--- config.mk ---
export PLATFORM = sky130hd
export DESIGN_NAME = pcrc_axis
export DESIGN_NICKNAME = d
export VERILOG_FILES = /design/src/pcrc_pkg.sv /design/src/pcrc_axis.sv
export SDC_FILE = /design/constraint.sdc
export NUM_CORES = 2
export LEC_CHECK = 0
export BUFFER_PORTS_ARGS = -buffer_cell sky130_fd_sc_hd__buf_2
export CORE_AREA = 2 2 222 388
export DETAILED_ROUTE_END_ITERATION = 8
export DIE_AREA = 0 0 224 390
export GPL_TIMING_DRIVEN = 0
export HOLD_SLACK_MARGIN = 0.1
export MAX_ROUTING_LAYER = met4
export PLACE_DENSITY = 0.85
export SLEW_MARGIN = 10
export SYNTH_ARGS = -nofsm -noshare
export SYNTH_HDL_FRONTEND = slang
export SYNTH_SLANG_ARGS = --single-unit
--- constraint.sdc ---
create_clock -name clk -period 14.8 [get_ports clk]
set_clock_uncertainty 0.15 [all_clocks]
set_input_delay 2.96 -clock clk [delete_from_list [all_inputs] [get_ports clk]]
set_output_delay 2.96 -clock clk [all_outputs]
set_load 0.02 [all_outputs]
--- src/pcrc_pkg.sv ---
// ----------------------------------------------------------------------------
// pcrc_pkg
// word types, register indexes and reset values for the point crop/transform
// ----------------------------------------------------------------------------
package pcrc_pkg;

    localparam int COORD_BITS = 24;
    localparam int COEF_BITS  = 16;
    localparam int ROW_BITS   = 3 * COEF_BITS;
    localparam int SHIFT_BITS = 24;
    localparam int RAD_BITS   = 16;
    localparam int CFG_IDX_W  = 3;
    localparam int CFG_DATA_W = ROW_BITS;

    localparam logic [CFG_IDX_W-1:0] CFG_ROT_ROW0 = 3'd0;
    localparam logic [CFG_IDX_W-1:0] CFG_ROT_ROW1 = 3'd1;
    localparam logic [CFG_IDX_W-1:0] CFG_ROT_ROW2 = 3'd2;
    localparam logic [CFG_IDX_W-1:0] CFG_SHIFT_X  = 3'd3;
    localparam logic [CFG_IDX_W-1:0] CFG_SHIFT_Y  = 3'd4;
    localparam logic [CFG_IDX_W-1:0] CFG_SHIFT_Z  = 3'd5;
    localparam logic [CFG_IDX_W-1:0] CFG_MIN_RAD  = 3'd6;

    localparam logic [ROW_BITS-1:0]   ROT_ROW0_RST = 48'd68719476736;
    localparam logic [ROW_BITS-1:0]   ROT_ROW1_RST = 48'd1073741824;
    localparam logic [ROW_BITS-1:0]   ROT_ROW2_RST = 48'd16384;
    localparam logic [SHIFT_BITS-1:0] SHIFT_RST    = 24'd0;
    localparam logic [RAD_BITS-1:0]   MIN_RAD_RST  = 16'd300;

    typedef struct packed {
        logic signed [COORD_BITS-1:0] px;
        logic signed [COORD_BITS-1:0] py;
        logic signed [COORD_BITS-1:0] pz;
        logic                         cloud_end;
    } point_word_t;

    typedef struct packed {
        logic signed [COORD_BITS-1:0] wx;
        logic signed [COORD_BITS-1:0] wy;
        logic signed [COORD_BITS-1:0] wz;
        logic                         kept;
        logic                         last_out;
    } result_word_t;

endpackage

--- src/pcrc_axis.sv ---
// ----------------------------------------------------------------------------
// pcrc_axis
// one world axis: registered row products, then sum, round and saturate
// ----------------------------------------------------------------------------
module pcrc_axis #(
    parameter int COEF_FRAC_BITS = 14
) (
    input  logic                                 clk,
    input  logic signed [pcrc_pkg::COORD_BITS-1:0] px,
    input  logic signed [pcrc_pkg::COORD_BITS-1:0] py,
    input  logic signed [pcrc_pkg::COORD_BITS-1:0] pz,
    input  logic [pcrc_pkg::ROW_BITS-1:0]          row,
    input  logic signed [pcrc_pkg::SHIFT_BITS-1:0] shift,
    output logic signed [pcrc_pkg::COORD_BITS-1:0] q
);
    import pcrc_pkg::*;

    localparam int PROD_W = COORD_BITS + COEF_BITS;
    localparam int SUM_A  = PROD_W + 2;
    localparam int SUM_B  = SHIFT_BITS + COEF_FRAC_BITS + 1;
    localparam int ACC_W  = ((SUM_A > SUM_B) ? SUM_A : SUM_B) + 1;

    localparam logic signed [ACC_W-1:0] HALF = ACC_W'(1) <<< (COEF_FRAC_BITS - 1);
    localparam logic signed [ACC_W-1:0] MAXV = ACC_W'((64'sd1 <<< (COORD_BITS - 1)) - 1);
    localparam logic signed [ACC_W-1:0] MINV = -MAXV - ACC_W'(1);

    logic signed [PROD_W-1:0]     prod0_reg, prod1_reg, prod2_reg;
    logic signed [SHIFT_BITS-1:0] shift_reg;
    logic signed [ACC_W-1:0]      acc;
    logic signed [ACC_W-1:0]      rnd;

    always_ff @(posedge clk)
    begin
        prod0_reg <= $signed(row[COEF_BITS-1:0]) * px;
        prod1_reg <= $signed(row[2*COEF_BITS-1:COEF_BITS]) * py;
        prod2_reg <= $signed(row[3*COEF_BITS-1:2*COEF_BITS]) * pz;
        shift_reg <= shift;
    end

    always_comb
    begin
        acc = ACC_W'(prod0_reg) + ACC_W'(prod1_reg) + ACC_W'(prod2_reg)
            + (ACC_W'(shift_reg) <<< COEF_FRAC_BITS) + HALF;
        rnd = acc >>> COEF_FRAC_BITS;
        if (rnd > MAXV)
        begin
            q = MAXV[COORD_BITS-1:0];
        end
        else if (rnd < MINV)
        begin
            q = MINV[COORD_BITS-1:0];
        end
        else
        begin
            q = rnd[COORD_BITS-1:0];
        end
    end

endmodule
==> metrics.md <==
| Metric | Value |
|---|---|
| Pin count of the biggest net entering global routing | `17` |
| Placer congestion estimate | `1.04` |
| Tmin final | `10.94 ns` |
| Final TNS setup | `0 ns` |
| Via count | `36300` |
| Die height | `390 µm` |
| Initial core utilization | `56.7%` |
| HPWL Detailed | `123 mm` |
| Worst-Margin Slew | `1.34 ns` |
| Final setup viols | `0` |
| Row cnt | `141` |
| Yosys top cell area share | `49.9%` |
| Vias in the first global route | `40500` |
| Cell Area, Synth | `47700 µm²` |
| WP data required | `14.87 ns` |
| Critical Path End Type | `flop` |
| Final period util | `73.9%` |
| Core area | `84200 µm²` |
| EDFF count, synth | `0` |
| Setup crit end | `prod1_reg[39]$_DFF_P_` |
| # port buffers | `168` |
| RSZ-0062 raised after global routing | `false` |
| Crit-path cells | `buf_2, clkbuf_1, nand2_1, fa_1, inv_1, fa_1, inv_1, fa_1, inv_1, fa_1, fa_1, inv_1, fa_1, inv_1, ha_1, nand2_1, nand2b_1, nor2_1, and3b_1, a2111oi_1, o2111ai_1, a31oi_1, o41ai_2, a211oi_1` |
| Die width | `224 µm` |
| Residual DRC | `0` |
| Post-DR vias/cell | `5.60` |
| Main flop type after synthesis | `dfxtp_1` |
| Final hold violations | `0` |
| Share of cells above drive strength 1 | `4.13%` |
| Post-route cell area | `50400 µm²` |
| Antenna-violating nets left | `0` |
| Gates resized, CTS repair | `0` |
| HP Class | `in -> reg` |
| Slowest CP cell | `a211oi_1` |
| H-Tree Depth | `4` |
| Outcome | `completed` |
| Netlist cell types | `67` |
| Clock sink total | `144` |
| Area after DPL | `49900 µm²` |
| Root Driver | `clkbuf_16` |
| Total wire length | `140 mm` |
| GRT Residual Overflow | `0` |
| Area leader, netlist | `fa_1` |
| Hold_buf cts | `0` |
| CTS tree | `built` |
| Area contributors post-synth | `fa_1 50%, inv_1 11%, ha_1 9.1%, dfxtp_1 6.0%, and2_1 6.0%` |
| Final Max Tran Viols | `0` |
| Ys async rst share | `0%` |
| Fin nets | `7085` |
| Area growth, synth to finish | `5.78%` |
| Number of buffers created by CTS | `17` |
| Initial antenna violation count | `2` |
| #FFs+latches synth | `144` |
| Worst EP arrival | `11.01 ns` |
| Final WS setup | `3.86 ns` |
| Worst-case clock buffer depth | `2` |
| DRT Pass-1 Iters | `6` |
| Number of I/O pins | `169` |
| Gate Count Post-Synth | `5219` |
| GRT Util Overall | `34.5%` |
| Crit path top cell by count | `fa_1` |
| WS Path Type | `in -> reg` |
| Slew margin rel. | `10.1%` |
| Ys Warns | `0` |
| Die Footprint | `87400 µm²` |
| Pre-CTS setup slack | `3.47 ns` |
| Starting DRT DRC Count | `2333` |
| CP max stage delay | `1.07 ns` |
| # fillers | `7210` |
| Mapped Nets | `6898` |
| FMAX | `91.4 MHz` |
| Max-Cap Viols | `0` |
| Synthesized area per cell | `9.13 µm²` |
| Post-CTS setup buffers | `0` |
| CP Max Fanout | `10` |
| Worst-path clk slew | `0.08 ns` |
| Crit start category | `primary input` |
| Routed len/inst | `21.5 µm` |
| First-pass GRT wire length | `218 mm` |
| Critical Path Source | `py[6]` |
| Min-delay src | `shift[8]` |
| Seq/Total Area, Yosys | `6.05%` |
## worst max-delay path: cells and delay by family
family,cells,cell delay [ns]
compound gates,5,2.75
fa+ha+maj,7,3.37
buf+inv,7,1.18
simple gates,5,0.71
## cell usage in the layout, fill, tap and decap left out, types with 20 or more instances in the layout
| master | instances |
|---|---|
| o21bai_1 | 22 |
| buf_2 | 171 |
| nand2b_1 | 26 |
| nand3_1 | 27 |
| nand2_1 | 697 |
| nand4_1 | 21 |
| nor2_1 | 112 |
| a21o_1 | 70 |
| xor2_1 | 35 |
| o21ai_1 | 26 |
| ha_1 | 346 |
| inv_1 | 1388 |
| and2_1 | 455 |
| o21a_1 | 21 |
| o21ai_0 | 49 |
| fa_1 | 1188 |
| dfxtp_1 | 144 |
| a21oi_1 | 121 |
| nor3_1 | 20 |
| xnor2_1 | 118 |
| clkbuf_1 | 177 |
## final cells by class
type	instances	area (µm²)	share of cell area (%)
Clock buffer	19	453	0.898
Clock inverter	13	118	0.233
Tap cell	1072	1340	2.66
Antenna cell	1	2.50	0.00496
Inverter	1388	5210	10.3
Multi-Input combinational cell	3503	38900	77.1
Buffer	184	712	1.41
Timing Repair Buffer	168	841	1.67
Sequential cell	144	2880	5.72
## routing by layer
| metal | wire [µm] | share of wire (%) | GRT usage (%) |
|---|---|---|---|
| met5 | 0 | 0 | - |
| met4 | 15600 | 11 | 29.8 |
| met3 | 8330 | 6.0 | 4.87 |
| met2 | 72600 | 52 | 60.4 |
| met1 | 43300 | 31 | 33.1 |
## synthesized netlist by cell type, types with 21 or more instances
master    count
nand2b_1     26
a21o_1       70
o21ai_0      49
xor2_1       35
inv_1      1388
nand2_1     697
clkbuf_1    177
dfxtp_1     144
a21oi_1     121
o21a_1       21
nand3_1      27
ha_1        346
o21bai_1     22
xnor2_1     118
and2_1      455
nor2_1      112
fa_1       1188
nand4_1      21
o21ai_1      26
## through the flow
step                hold WS, ns  utilization (%)  cells
finish                     2.47             59.9   6492
global route               2.46             59.9   6492
CTS                        2.47             59.9   6491
detailed placement         2.91             59.2   6459
global placement           2.91             59.2   6459
floorplan                  2.84                -   5219
## worst min path at each step
stage	end	slack, ns	cells past startpoint
final	shift_reg[8]$_DFF_P_	2.47	1
after CTS	shift_reg[17]$_DFF_P_	2.47	1
after global placement	shift_reg[19]$_DFF_P_	2.91	1
after global routing	shift_reg[17]$_DFF_P_	2.46	1
after detailed placement	shift_reg[17]$_DFF_P_	2.91	1
after floorplan	shift_reg[0]$_DFF_P_	2.84	0
## cells by family after synthesis
family / share of synthesized area [%]
buffers and inverters: 12.4
adders and majority gates: 59.0
xor gates and xnor gates: 2.81
DFF: 6.05
AOI/OAI and AO/OA: 5.62
and+or+nand+nor: 14.1
Power is not shown: default switching activity piles up to over one toggle a cycle in this logic, so the estimate is an artifact.
